## src/design/cpm_pkg.sv

```systemverilog
// ----------------------------------------------------------------------------
// cpm_pkg
// Shared types, register indexes and the case-folding helper for the
// caseless pattern match positions unit.
// ----------------------------------------------------------------------------
package cpm_pkg;

   localparam int unsigned TEXT_W  = 8;
   localparam int unsigned LENREG_W = 5;
   localparam int unsigned PAT_W   = 128;
   localparam int unsigned LIMIT_W = 16;
   localparam int unsigned POS_W   = 20;
   localparam int unsigned CSR_DATA_W  = 64;
   localparam int unsigned CSR_INDEX_W = 2;

   localparam logic [TEXT_W-1:0] NUL_CHAR = 8'h00;

   // Register indexes of the configuration port.
   typedef enum logic [CSR_INDEX_W-1:0] {
      CSR_PATTERN_LENGTH = 2'd0,
      CSR_PATTERN_LOW    = 2'd1,
      CSR_PATTERN_HIGH   = 2'd2,
      CSR_MATCH_LIMIT    = 2'd3
   } cpm_csr_index_type;

   // Configuration as seen by the datapath.
   typedef struct packed {
      logic [LENREG_W-1:0] pattern_length;
      logic [PAT_W-1:0]    pattern;
      logic [LIMIT_W-1:0]  match_limit;
   } cpm_cfg_type;

   // ASCII upper-case letters map to lower case; all other codes pass.
   function automatic logic [TEXT_W-1:0] cpm_fold(input logic [TEXT_W-1:0] c);
      logic [TEXT_W-1:0] r;
      r = c;
      if (c inside {[8'h41:8'h5A]}) begin
         r = c + 8'h20;
      end
      return r;
   endfunction

endpackage

```

## src/design/cpm_if.sv

```systemverilog
// ----------------------------------------------------------------------------
// cpm_if
// Channel interfaces: byte request, match response and register write.
// ----------------------------------------------------------------------------
interface cpm_req_if;
   logic       valid;
   logic       ready;
   logic [7:0] text_byte;
   logic       first_byte;
   logic       last_byte;

   modport source (output valid, output text_byte, output first_byte,
                   output last_byte, input ready);
   modport sink   (input valid, input text_byte, input first_byte,
                   input last_byte, output ready);
endinterface

interface cpm_rsp_if;
   logic        valid;
   logic        ready;
   logic        match_found;
   logic [19:0] match_position;
   logic        scan_done;
   logic [15:0] match_total;

   modport source (output valid, output match_found, output match_position,
                   output scan_done, output match_total, input ready);
   modport sink   (input valid, input match_found, input match_position,
                   input scan_done, input match_total, output ready);
endinterface

interface cpm_csr_if;
   logic        valid;
   logic        ready;
   logic [1:0]  index;
   logic [63:0] data;

   modport source (output valid, output index, output data, input ready);
   modport sink   (input valid, input index, input data, output ready);
endinterface

```

## src/design/cpm_csr.sv

```systemverilog
// ----------------------------------------------------------------------------
// cpm_csr
// Configuration registers: pattern length, pattern bytes and match limit.
// ----------------------------------------------------------------------------
module cpm_csr (
   input  logic                clock,
   input  logic                reset,
   cpm_csr_if.sink             csr,
   output cpm_pkg::cpm_cfg_type cfg
);
   import cpm_pkg::*;

   cpm_cfg_type cfg_ff;
   cpm_cfg_type cfg_in;

   assign csr.ready = 1'b1;

   always_comb begin
      cfg_in = cfg_ff;
      if (csr.valid) begin
         case (cpm_csr_index_type'(csr.index))
            CSR_PATTERN_LENGTH: cfg_in.pattern_length = csr.data[LENREG_W-1:0];
            CSR_PATTERN_LOW:    cfg_in.pattern[63:0]  = csr.data;
            CSR_PATTERN_HIGH:   cfg_in.pattern[127:64] = csr.data;
            CSR_MATCH_LIMIT:    cfg_in.match_limit    = csr.data[LIMIT_W-1:0];
            default:            cfg_in = cfg_ff;
         endcase
      end
   end

   always_ff @(posedge clock) begin
      if (reset) begin
         cfg_ff <= '0;
      end else begin
         cfg_ff <= cfg_in;
      end
   end

   assign cfg = cfg_ff;

endmodule

```

## src/design/cpm_window_cmp.sv

```systemverilog
// ----------------------------------------------------------------------------
// cpm_window_cmp
// Parallel caseless compare of the newest bytes against the pattern.
// ----------------------------------------------------------------------------
module cpm_window_cmp #(
   parameter int unsigned PATTERN_MAX = 16,
   parameter int unsigned LEN_W       = 5
) (
   input  logic [PATTERN_MAX-1:0][7:0] window,
   input  logic [cpm_pkg::PAT_W-1:0]   pattern,
   input  logic [LEN_W-1:0]            len,
   output logic                        equal
);
   import cpm_pkg::*;

   localparam int unsigned IDX_W = (PATTERN_MAX > 1) ? $clog2(PATTERN_MAX) : 1;

   logic mismatch;

   // Pattern byte i lines up with window entry len-1-i (entry 0 is newest).
   always_comb begin
      mismatch = 1'b0;
      for (int i = 0; i < PATTERN_MAX; i++) begin
         if (i < int'(len)) begin
            if (window[IDX_W'(int'(len) - 1 - i)] != cpm_fold(pattern[8*i +: 8])) begin
               mismatch = 1'b1;
            end
         end
      end
      equal = !mismatch;
   end

endmodule

```

## src/design/caseless_pattern_match_positions_unit.sv

```systemverilog
// ----------------------------------------------------------------------------
// caseless_pattern_match_positions_unit
// Streaming caseless search for a pattern of up to 16 bytes in a buffer.
// ----------------------------------------------------------------------------
// The unit takes one buffer byte per req transaction and returns at most one
// rsp transaction per byte. A byte flagged first_byte starts a new buffer at
// offset 0; each byte of an active scan then yields a response that tells
// whether the byte completes a non-overlapping, ASCII case-insensitive match
// of the configured pattern, where that match starts, whether the scan ends
// here and how many matches the buffer has had so far. The scan ends at a
// zero byte, at the byte flagged last_byte, or once match_limit matches have
// been reported; later bytes produce no response until the next first_byte.
// A zero pattern length or a zero limit ends the scan at its first byte with
// a count of zero. Throughput is one byte per clock unless stalled: the
// 16-byte window compare sits between the input register and the result
// register; a byte passes through both in turn, and the scan state is
// updated in the same cycle the byte moves into the result register.
// req ready follows rsp ready through the result register, so the unit
// stalls only when a response waits and the result side is not taking it.
// Configuration must be written while no byte is in flight.
module caseless_pattern_match_positions_unit #(
   parameter int unsigned PATTERN_MAX = 16,
   parameter int unsigned OFFSET_BITS = 20
) (
   input  logic     clock,
   input  logic     reset,
   cpm_req_if.sink   req_ch,
   cpm_rsp_if.source rsp_ch,
   cpm_csr_if.sink   csr_ch
);
   import cpm_pkg::*;

   localparam int unsigned LEN_W = $clog2(PATTERN_MAX + 1);

   // Configuration registers.
   cpm_cfg_type cfg;

   cpm_csr u_csr (
      .clock (clock),
      .reset (reset),
      .csr   (csr_ch),
      .cfg   (cfg)
   );

   // Input register stage.
   logic              in_valid_ff, in_valid_in;
   logic [TEXT_W-1:0] in_text_ff;
   logic              in_first_ff;
   logic              in_last_ff;

   // Scan state.
   logic [PATTERN_MAX-1:0][7:0] window_ff, window_in;
   logic [LEN_W-1:0]            since_ff, since_in;
   logic [OFFSET_BITS-1:0]      offset_ff, offset_in;
   logic [LIMIT_W-1:0]          count_ff, count_in;
   logic                        active_ff, active_in;

   // Result register.
   logic              rsp_valid_ff, rsp_valid_in;
   logic              found_ff, found_in;
   logic [POS_W-1:0]  pos_ff, pos_in;
   logic              done_ff, done_in;
   logic [LIMIT_W-1:0] total_ff, total_in;

   logic out_free;
   logic advance;
   logic has_result;

   // Working values for the byte in the input register.
   logic [TEXT_W-1:0]           folded;
   logic [LEN_W-1:0]            len_used;
   logic                        empty_search;
   logic [PATTERN_MAX-1:0][7:0] base_window;
   logic [PATTERN_MAX-1:0][7:0] shifted_window;
   logic [LEN_W-1:0]            base_since;
   logic [LEN_W-1:0]            inc_since;
   logic [OFFSET_BITS-1:0]      base_offset;
   logic [LIMIT_W-1:0]          base_count;
   logic [LIMIT_W-1:0]          next_count;
   logic                        base_active;
   logic                        window_equal;
   logic                        is_match;
   logic                        end_scan;
   logic [OFFSET_BITS-1:0]      start_offset;
   logic [31:0]                 start_wide;

   // The result register is free when empty or being taken this cycle.
   assign out_free      = !rsp_valid_ff || rsp_ch.ready;
   assign advance       = in_valid_ff && out_free;
   assign req_ch.ready  = !in_valid_ff || out_free;

   assign folded   = cpm_fold(in_text_ff);
   assign len_used = (cfg.pattern_length > LENREG_W'(PATTERN_MAX))
                     ? LEN_W'(PATTERN_MAX) : LEN_W'(cfg.pattern_length);
   assign empty_search = (len_used == '0) || (cfg.match_limit == '0);

   // A first byte starts from a cleared state.
   always_comb begin
      if (in_first_ff) begin
         base_window = '0;
         base_since  = '0;
         base_offset = '0;
         base_count  = '0;
         base_active = 1'b1;
      end else begin
         base_window = window_ff;
         base_since  = since_ff;
         base_offset = offset_ff;
         base_count  = count_ff;
         base_active = active_ff;
      end
   end

   // Newest byte enters at entry 0.
   always_comb begin
      shifted_window[0] = folded;
      for (int i = 1; i < PATTERN_MAX; i++) begin
         shifted_window[i] = base_window[i-1];
      end
   end

   assign inc_since = (base_since < LEN_W'(PATTERN_MAX)) ? base_since + 1'b1 : base_since;

   cpm_window_cmp #(
      .PATTERN_MAX (PATTERN_MAX),
      .LEN_W       (LEN_W)
   ) u_cmp (
      .window  (shifted_window),
      .pattern (cfg.pattern),
      .len     (len_used),
      .equal   (window_equal)
   );

   assign is_match     = (inc_since >= len_used) && window_equal;
   assign next_count   = is_match ? base_count + 1'b1 : base_count;
   assign end_scan     = in_last_ff || (next_count >= cfg.match_limit);
   assign start_offset = base_offset - OFFSET_BITS'(len_used) + 1'b1;
   assign start_wide   = 32'(start_offset);

   // Next state and result for the byte leaving the input register.
   always_comb begin
      window_in  = window_ff;
      since_in   = since_ff;
      offset_in  = offset_ff;
      count_in   = count_ff;
      active_in  = active_ff;
      has_result = 1'b0;
      found_in   = 1'b0;
      pos_in     = '0;
      done_in    = 1'b0;
      total_in   = '0;
      if (advance) begin
         window_in = base_window;
         since_in  = base_since;
         offset_in = base_offset;
         count_in  = base_count;
         active_in = base_active;
         if (in_first_ff && empty_search) begin
            // Nothing to search for: the scan ends at once.
            active_in  = 1'b0;
            has_result = 1'b1;
            done_in    = 1'b1;
         end else if (base_active) begin
            has_result = 1'b1;
            if (in_text_ff == NUL_CHAR) begin
               // A NUL byte ends the scan and never joins a match.
               active_in = 1'b0;
               done_in   = 1'b1;
               total_in  = base_count;
            end else begin
               window_in = shifted_window;
               since_in  = is_match ? '0 : inc_since;
               count_in  = next_count;
               offset_in = base_offset + 1'b1;
               active_in = !end_scan;
               found_in  = is_match;
               pos_in    = is_match ? start_wide[POS_W-1:0] : '0;
               done_in   = end_scan;
               total_in  = next_count;
            end
         end
      end
   end

   always_comb begin
      if (req_ch.valid && req_ch.ready) begin
         in_valid_in = 1'b1;
      end else if (advance) begin
         in_valid_in = 1'b0;
      end else begin
         in_valid_in = in_valid_ff;
      end
      if (advance) begin
         rsp_valid_in = has_result;
      end else if (rsp_ch.ready) begin
         rsp_valid_in = 1'b0;
      end else begin
         rsp_valid_in = rsp_valid_ff;
      end
   end

   always_ff @(posedge clock) begin
      if (reset) begin
         in_valid_ff  <= 1'b0;
         rsp_valid_ff <= 1'b0;
         window_ff    <= '0;
         since_ff     <= '0;
         offset_ff    <= '0;
         count_ff     <= '0;
         active_ff    <= 1'b0;
      end else begin
         in_valid_ff  <= in_valid_in;
         rsp_valid_ff <= rsp_valid_in;
         window_ff    <= window_in;
         since_ff     <= since_in;
         offset_ff    <= offset_in;
         count_ff     <= count_in;
         active_ff    <= active_in;
      end
   end

   // Payload registers.
   always_ff @(posedge clock) begin
      if (req_ch.valid && req_ch.ready) begin
         in_text_ff  <= req_ch.text_byte;
         in_first_ff <= req_ch.first_byte;
         in_last_ff  <= req_ch.last_byte;
      end
      if (advance && has_result) begin
         found_ff <= found_in;
         pos_ff   <= pos_in;
         done_ff  <= done_in;
         total_ff <= total_in;
      end
   end

   assign rsp_ch.valid          = rsp_valid_ff;
   assign rsp_ch.match_found    = found_ff;
   assign rsp_ch.match_position = pos_ff;
   assign rsp_ch.scan_done      = done_ff;
   assign rsp_ch.match_total    = total_ff;

endmodule

```

## src/flat_wrapper.sv

```systemverilog
// flat-port wrapper written by rule: the top's interface ports become plain ports
module caseless_pattern_match_positions_unit_flat import cpm_pkg::*;
#(
   parameter int unsigned PATTERN_MAX = 16,
   parameter int unsigned OFFSET_BITS = 20
)
  (clock, reset, req_ch_valid, req_ch_text_byte, req_ch_first_byte, req_ch_last_byte, req_ch_ready, rsp_ch_valid, rsp_ch_match_found, rsp_ch_match_position, rsp_ch_scan_done, rsp_ch_match_total, rsp_ch_ready, csr_ch_valid, csr_ch_index, csr_ch_data, csr_ch_ready);
  cpm_req_if req_ch_i ();
  cpm_rsp_if rsp_ch_i ();
  cpm_csr_if csr_ch_i ();
  input  logic clock;
  input  logic reset;
  input wire logic [$bits(req_ch_i.valid)-1:0] req_ch_valid;
  input wire logic [$bits(req_ch_i.text_byte)-1:0] req_ch_text_byte;
  input wire logic [$bits(req_ch_i.first_byte)-1:0] req_ch_first_byte;
  input wire logic [$bits(req_ch_i.last_byte)-1:0] req_ch_last_byte;
  output wire logic [$bits(req_ch_i.ready)-1:0] req_ch_ready;
  output wire logic [$bits(rsp_ch_i.valid)-1:0] rsp_ch_valid;
  output wire logic [$bits(rsp_ch_i.match_found)-1:0] rsp_ch_match_found;
  output wire logic [$bits(rsp_ch_i.match_position)-1:0] rsp_ch_match_position;
  output wire logic [$bits(rsp_ch_i.scan_done)-1:0] rsp_ch_scan_done;
  output wire logic [$bits(rsp_ch_i.match_total)-1:0] rsp_ch_match_total;
  input wire logic [$bits(rsp_ch_i.ready)-1:0] rsp_ch_ready;
  input wire logic [$bits(csr_ch_i.valid)-1:0] csr_ch_valid;
  input wire logic [$bits(csr_ch_i.index)-1:0] csr_ch_index;
  input wire logic [$bits(csr_ch_i.data)-1:0] csr_ch_data;
  output wire logic [$bits(csr_ch_i.ready)-1:0] csr_ch_ready;
  assign req_ch_i.valid = req_ch_valid;
  assign req_ch_i.text_byte = req_ch_text_byte;
  assign req_ch_i.first_byte = req_ch_first_byte;
  assign req_ch_i.last_byte = req_ch_last_byte;
  assign req_ch_ready = req_ch_i.ready;
  assign rsp_ch_valid = rsp_ch_i.valid;
  assign rsp_ch_match_found = rsp_ch_i.match_found;
  assign rsp_ch_match_position = rsp_ch_i.match_position;
  assign rsp_ch_scan_done = rsp_ch_i.scan_done;
  assign rsp_ch_match_total = rsp_ch_i.match_total;
  assign rsp_ch_i.ready = rsp_ch_ready;
  assign csr_ch_i.valid = csr_ch_valid;
  assign csr_ch_i.index = csr_ch_index;
  assign csr_ch_i.data = csr_ch_data;
  assign csr_ch_ready = csr_ch_i.ready;
  caseless_pattern_match_positions_unit #(.PATTERN_MAX(PATTERN_MAX), .OFFSET_BITS(OFFSET_BITS)) u_core (.clock(clock), .reset(reset), .req_ch(req_ch_i), .rsp_ch(rsp_ch_i), .csr_ch(csr_ch_i));
endmodule
```

## config.mk

```make
export PLATFORM = sky130hd
export DESIGN_NAME = caseless_pattern_match_positions_unit_flat
export DESIGN_NICKNAME = d
export VERILOG_FILES = /design/src/design/cpm_pkg.sv /design/src/design/cpm_if.sv /design/src/design/cpm_csr.sv /design/src/design/cpm_window_cmp.sv /design/src/design/caseless_pattern_match_positions_unit.sv /design/src/flat_wrapper.sv
export SDC_FILE = /design/constraint.sdc
export NUM_CORES = 1
export LEC_CHECK = 0
export BUFFER_PORTS_ARGS = -buffer_cell sky130_fd_sc_hd__buf_2
export CORE_MARGIN = 4
export CORE_UTILIZATION = 52
export CTS_CLUSTER_SIZE = 8
export DETAILED_ROUTE_END_ITERATION = 6
export PLACE_DENSITY_LB_ADDON = 0.12
export SYNTH_ARGS = -nofsm -noshare
export SYNTH_HDL_FRONTEND = slang
export SYNTH_SLANG_ARGS = --single-unit
```

## constraint.sdc

```tcl
create_clock -name clock -period 16.6 [get_ports clock]
set_clock_uncertainty 0.05 [all_clocks]
set_input_delay 0 -clock clock [delete_from_list [all_inputs] [get_ports clock]]
set_output_delay 0 -clock clock [all_outputs]
set_load 0.02 [all_outputs]
```

; ---- After elaboration in Yosys (flattened, before gate mapping)
; Cells that the tools add are included.
; W data, S select, Z words.
[totals]
wordCells = 353
ff_bits = 369
out_inout_bits = 41
[classes]
bitwise = 3
n_eq_ne = 19
muxes = 147
n_lt_le_gt_ge = 70
n_reduce_logical = 43
addsub = 38
[op_table]
columns = op, count
row1 = $mux W8, 65
row2 = $bmux W8 S4, 16
row3 = $mux W128, 4
row4 = $add A8 B6 Y8 const B, 17
row5 = $ge A8 B7 Y1 const B, 17
row6 = $le A8 B7 Y1 const B, 17
row7 = $ne A8 B8 Y1, 16
row8 = $lt A4 B6 Y1 const B, 16
row9 = $mux W16, 5
row10 = $mux W20, 4
row11 = $mux W1, 46
row12 = $add A20 B1 Y20 const B, 2
row13 = $lt A4 B5 Y1 const A, 8
row14 = $mux W5, 7
row15 = $sub A4 B4 Y4 const B, 8
row16 = $logic_and A1 B1 Y1, 22
row17 = $lt A3 B5 Y1 const A, 4
row18 = $sub A20 B5 Y20, 1
row19 = $add A16 B1 Y16 const B, 1
row20 = $ge A16 B16 Y1, 1
row21 = $logic_not A16 Y1, 1
row22 = $sub A4 B3 Y4 const B, 4
row23 = $lt A1 B5 Y1 const A, 2
row24 = $lt A2 B5 Y1 const A, 2
row25 = other kinds (19), 34

; ---- Logic depth before layout (Yosys ltp)
[depth]
ltp_word = 48
mapped_depth = 41
depth_no_buf = 31

; ---- Hierarchy
; From an unflattened synthesis, not the netlist that was laid out.
[hier_totals]
hier_cells = 2978
hier_area_um2 = 27916.8
[modules_own_cells]
columns = module, cells_per_inst, area_per_inst_um2, n_inst
row1 = caseless_pattern_match_positions_unit, 1316, 11330.9, 1
row2 = cpm_window_cmp, 1103, 10491.3, 1
row3 = cpm_csr, 559, 6094.6, 1

; ---- Least setup slack after synthesis
; No wires, ideal clock.
[synth_path]
path_type = register to register
startpoint = register u_core.u_csr.cfg_ff (netlist bit u_core.u_csr.cfg[148])
endpoint = register u_core.done_ff, in the netlist u_core.rsp_ch.scan_done (data pin)
stages_incl_launch_ff = 38
arrival_ns = 7.875
setup_time_ns = 0.269
t_required_ns = 16.281
synth_period_minus_slack_ns = 8.194
path_slack_ns = 8.406
cell_sequence = dfxtp_1 -> nand2b_1 -> buf_2 -> buf_2 -> clkbuf_1 -> ha_1 -> clkinv_1 -> clkbuf_1 -> clkbuf_1 -> ha_1 -> buf_2 -> buf_2 -> buf_2 -> buf_1 -> mux4_2 -> mux2i_1 -> xnor2_1 -> nand3_1 -> [... 2 more ...] -> nor4_4 -> and2_1 -> buf_2 -> buf_2 -> xnor2_1 -> ha_1 -> nand2b_1 -> a21o_1 -> a21o_1 -> a21o_1 -> a21o_1 -> a21o_1 -> a21oi_1 -> nor2b_1 -> o21ai_0 -> a21oi_1 -> o41ai_1 -> a21oi_1
[synth_via]
elab_chain_len = 47
word_cells_on_any_way = 142
[synth_lines]
columns = element, line_no
row1 = from (decl), cpm_csr.sv:13  ; cpm_cfg_type cfg_ff;
row2 = from (signal assigned), cpm_csr.sv:35  ; cfg_ff <= cfg_in;
row3 = $gt A5 B5 Y1, caseless_pattern_match_positions_unit.sv:93  ; assign len_used = (cfg.pattern_length > LENREG_W'(PATTERN_MAX))
row4 = $mux W5 (*), caseless_pattern_match_positions_unit.sv:94  ; ? LEN_W'(PATTERN_MAX) : LEN_W'(cfg.pattern_length);
row5 = branches (longest 44 deep; another with $sub A4 B1 Y4), n/a
row6 = $mux W1 (*), caseless_pattern_match_positions_unit.sv:158  ; if (in_first_ff && empty_search) begin
row7 = to (signal assigned), caseless_pattern_match_positions_unit.sv:232  ; done_ff <= done_in;
row8 = to (decl), caseless_pattern_match_positions_unit.sv:62  ; logic done_ff, done_in;
; Every way passes the cells marked *. The select of a mux whose other input is x is not followed.
; A chain may end at the register's enable or synchronous reset.

; ---- Worst setup path after layout
; Same ends and word-level chain as after synthesis.

==> run metrics <==
Wirelength per Cell=24.3 um; CP bufs+invs=8; share of layout cells above drive strength 1=approximately 12%; Setup crit start kind=register; Pint=between 1.5 and 2 mW; largest family of logic cells by synthesized area=simple AND/OR/NAND/NOR gates; Adder-Cell Fraction of Synth Area=under 10%; worst vdd ir=about 0.081 mV; critical path's slowest cell=xnor2_1; Remaining DRCs=0; unrepaired setup endpoints after global routing=no; GRT Residual Overflow=0; P per Cell Area=about 80 nW/um2; Top Ports=between 100 and 150; Starting Density=about 53%; die footprint=about 54,000 um2; Final setup violation count=0; Worst-path clk slew=50 ps; row count=about 80; Fill cells=between 4,000 and 5,000; root buf cell=clkbuf_16; switch share=30.2%; average size of a mapped cell=8.28 um2; most frequent cells in the layout=494 x nand2_1, 313 x dfxtp_1, 297 x nor2_1; critical setup path kind=reg2reg; Final GP Congestion=around 1.1; Post-DP HPWL=~70,000 um; Synth async-reset ratio=0%; Clk pwr share=~43%; Post-Syn Area=approximately 26,000 um2; multiplexer share of the synthesized area=between 15 and 20%; Worst-Skew Late Latency=between 600 and 700 ps; design area=29,400 um2; final net count=around 3,400; final worst path period share=approximately 58%; sequential share of the synthesized area=between 20% and 30%; Critical Path Sink Type=register; setup TNS=0 ps; cells after synthesis=3,156; Max Freq=105 MHz; Pleak=about 11 nW; CTS tree=built; CORE AREA=between 40,000 and 50,000 um2; Area growth syn-to-layout=12.5%; routed wire length=95,200 um; Worst Hold Class=in2reg; yosys warns=0; post-synthesis compound-gate area fraction=between 10% and 20%; XOR/XNOR Fraction of Synth Area=under 10%; Post-synth EDFFs=48; Logic pwr share=roughly 18%; worst-margin pin slew=about 1500 ps; ant diodes=0; most used cell, CP=buf_4; first-pass GRT wire length=between 100,000 and 150,000 um; failing checks=capacitance limit, slew limit; post-route minimum period=approximately 9600 ps; Antenna Violating Nets Remaining=0; top_reg_cell synth=dfxtp_1; Die Span Y=~230 um; Slew Limit Fails=1; Final Power=2.37 mW; Slew headroom=-0.0970%; largest net degree at the start of global routing=197; CTS max path bufs=3; Multi-input gate area=17,300 um2; DR iter-0 viols=between 2,000 and 3,000; Die Wd=232 um; H-tree depth=2; leading cell type in the layout, fill and taps excluded=nand2_1; simple-gate portion of the synthesized area=a little over a fifth; PortBufs=120; worst-path maximum fanout=between 50 and 60; Area after DPL=roughly 27,000 um2; initial antenna violation count=3; clk sinks=roughly 360; Num CTS Buffers=between 50 and 60; Largest delay share family, worst path=compound AO/OA/AOI/OAI gates; Pre-antenna DRT Iters=7; Seq cells post-synth=between 300 and 400; critical path's largest stage delay=1000 ps; max-cap viol count=1; CP arrival=around 9900 ps; Via-to-Cell Ratio=between 6 and 7; GRT Total Usage=34.4%; vias after detailed routing=25,100; vias in the first global route=between 20,000 and 25,000; syn_nets=~3,300; Seq. cell area=7710 um2; switching power=just over 0.7 mW; status=complete, but fails checks; sequential share of power=about two fifths; Final Hold Fails=0; Distinct cells, synth=85; required time of the worst setup path=between 15,000 and 20,000 ps
[synth_stat cells (22+ instances only)]
master	count	area share (%)
nand3_1	49	0.94
inv_1	70	1.0
nand2_1	494	7.1
edfxtp_1	48	5.5
xnor2_1	110	3.7
o21ai_0	86	1.6
dfxtp_1	313	24
mux2i_1	172	6.6
mux2_2	29	1.2
nor2b_1	91	2.2
buf_1	22	0.32
a31oi_1	49	1.2
nor2_1	299	4.3
a22oi_1	135	3.9
clkbuf_1	144	2.1
ha_1	84	4.0
a21oi_1	250	4.8
buf_2	40	0.77
nor3_1	53	1.0
mux4_2	96	8.3
xor2_1	84	2.8
nand2b_1	78	1.9
and3_1	24	0.57
[layer usage]
metal | wire length (um) | up-vias | GRT usage [%] | part of all wire [%]
met2 | 40700 | 1150 | 51.8 | 43
met5 | 34 | - | 0 | 0.036
met1 | 40600 | 12200 | 47.6 | 43
met3 | 8430 | 249 | 6.60 | 8.9
li1 | - | 11500 | - | -
met4 | 5430 | 4 | 16.7 | 5.7
[metrics by stage]
step / cells / utilization [%] / setup slack (ps) / hold slack [ps]
after floorplan: 3156 / - / 8410 / 48.9
after global placement: 3762 / 54.7 / 7510 / 130
after detailed placement: 3762 / 54.7 / 7220 / 129
after CTS: 3924 / 59.6 / 7190 / 15.1
after global routing: 3924 / 59.6 / 6390 / 47.6
final: 3924 / 59.6 / 7040 / 44.2
[worst paths after layout]
kind                                 startpoint                                     to  slack (ps)  depth (start not counted)
min                         req_ch_text_byte[2]         u_core.in_text_ff[2]$_DFFE_PP_          40                          2
min reg2reg    u_core.window_ff[5]$_SDFFE_PP0P_       u_core.window_ff[5]$_SDFFE_PP0P_         420                          2
max          u_core.u_csr.cfg[148]$_SDFFE_PP0P_  u_core.rsp_ch.scan_done$_SDFFCE_PN0P_        7040                         35
max reg2reg  u_core.u_csr.cfg[148]$_SDFFE_PP0P_  u_core.rsp_ch.scan_done$_SDFFCE_PN0P_        7040                         35
[power groups by stage]
stage / combinational [mW] / sequential [mW] / clock, mW
6_report: 0.431 / 0.927 / 1.01
5_1_grt: 0.461 / 0.928 / 1.06
4_1_cts: 0.422 / 0.925 / 1.02
3_5_place_dp: 0.405 / 0.943 / 0
3_3_place_gp: 0.400 / 0.943 / 0
2_1_floorplan: 0.286 / 0.937 / 0
[sequential cells by signal, indices dropped and copies added (netlist names)]
signal	count
u_core.active_ff	1
u_core.count_ff	16
u_core.in_first_ff	1
u_core.in_last_ff	1
u_core.in_text_ff	8
u_core.in_valid_ff	1
u_core.offset_ff	20
u_core.rsp_ch.match_found	1
u_core.rsp_ch.match_position	20
u_core.rsp_ch.match_total	16
u_core.rsp_ch.scan_done	1
u_core.rsp_ch.valid	1
u_core.since_ff	5
u_core.u_csr.cfg	149
u_core.window_ff	120
[cell families (layout without fill, tap and decap cells)]
logic type / Yosys count / in the layout
AND/OR/NAND/NOR: 1205 / 1205
AO/OA/AOI/OAI: 716 / 716
flip-flops: 361 / 361
multiplexers: 297 / 297
buffers and inverters: 292 / 396
XOR/XNOR: 199 / 199
adder cells (fa/ha/maj): 85 / 85
other: 1 / 1
[repair_timing]
action	CTS	global route
setup endpoints to repair	0	0
gates resized for setup	0	0
hold buffers	88	0
endpoints found under the hold margin	215	0
setup buffers	0	0
[layout make-up]
type / count / share of cell area (%)
clock buffer: 69 / 4.74
clock inverter: 5 / 0.400
inverter: 75 / 0.966
multi-input combinational: 2503 / 58.7
sequential: 361 / 26.2
tap: 664 / 2.83
timing repair buffer: 247 / 6.11
(Power assumes the default switching activity.)
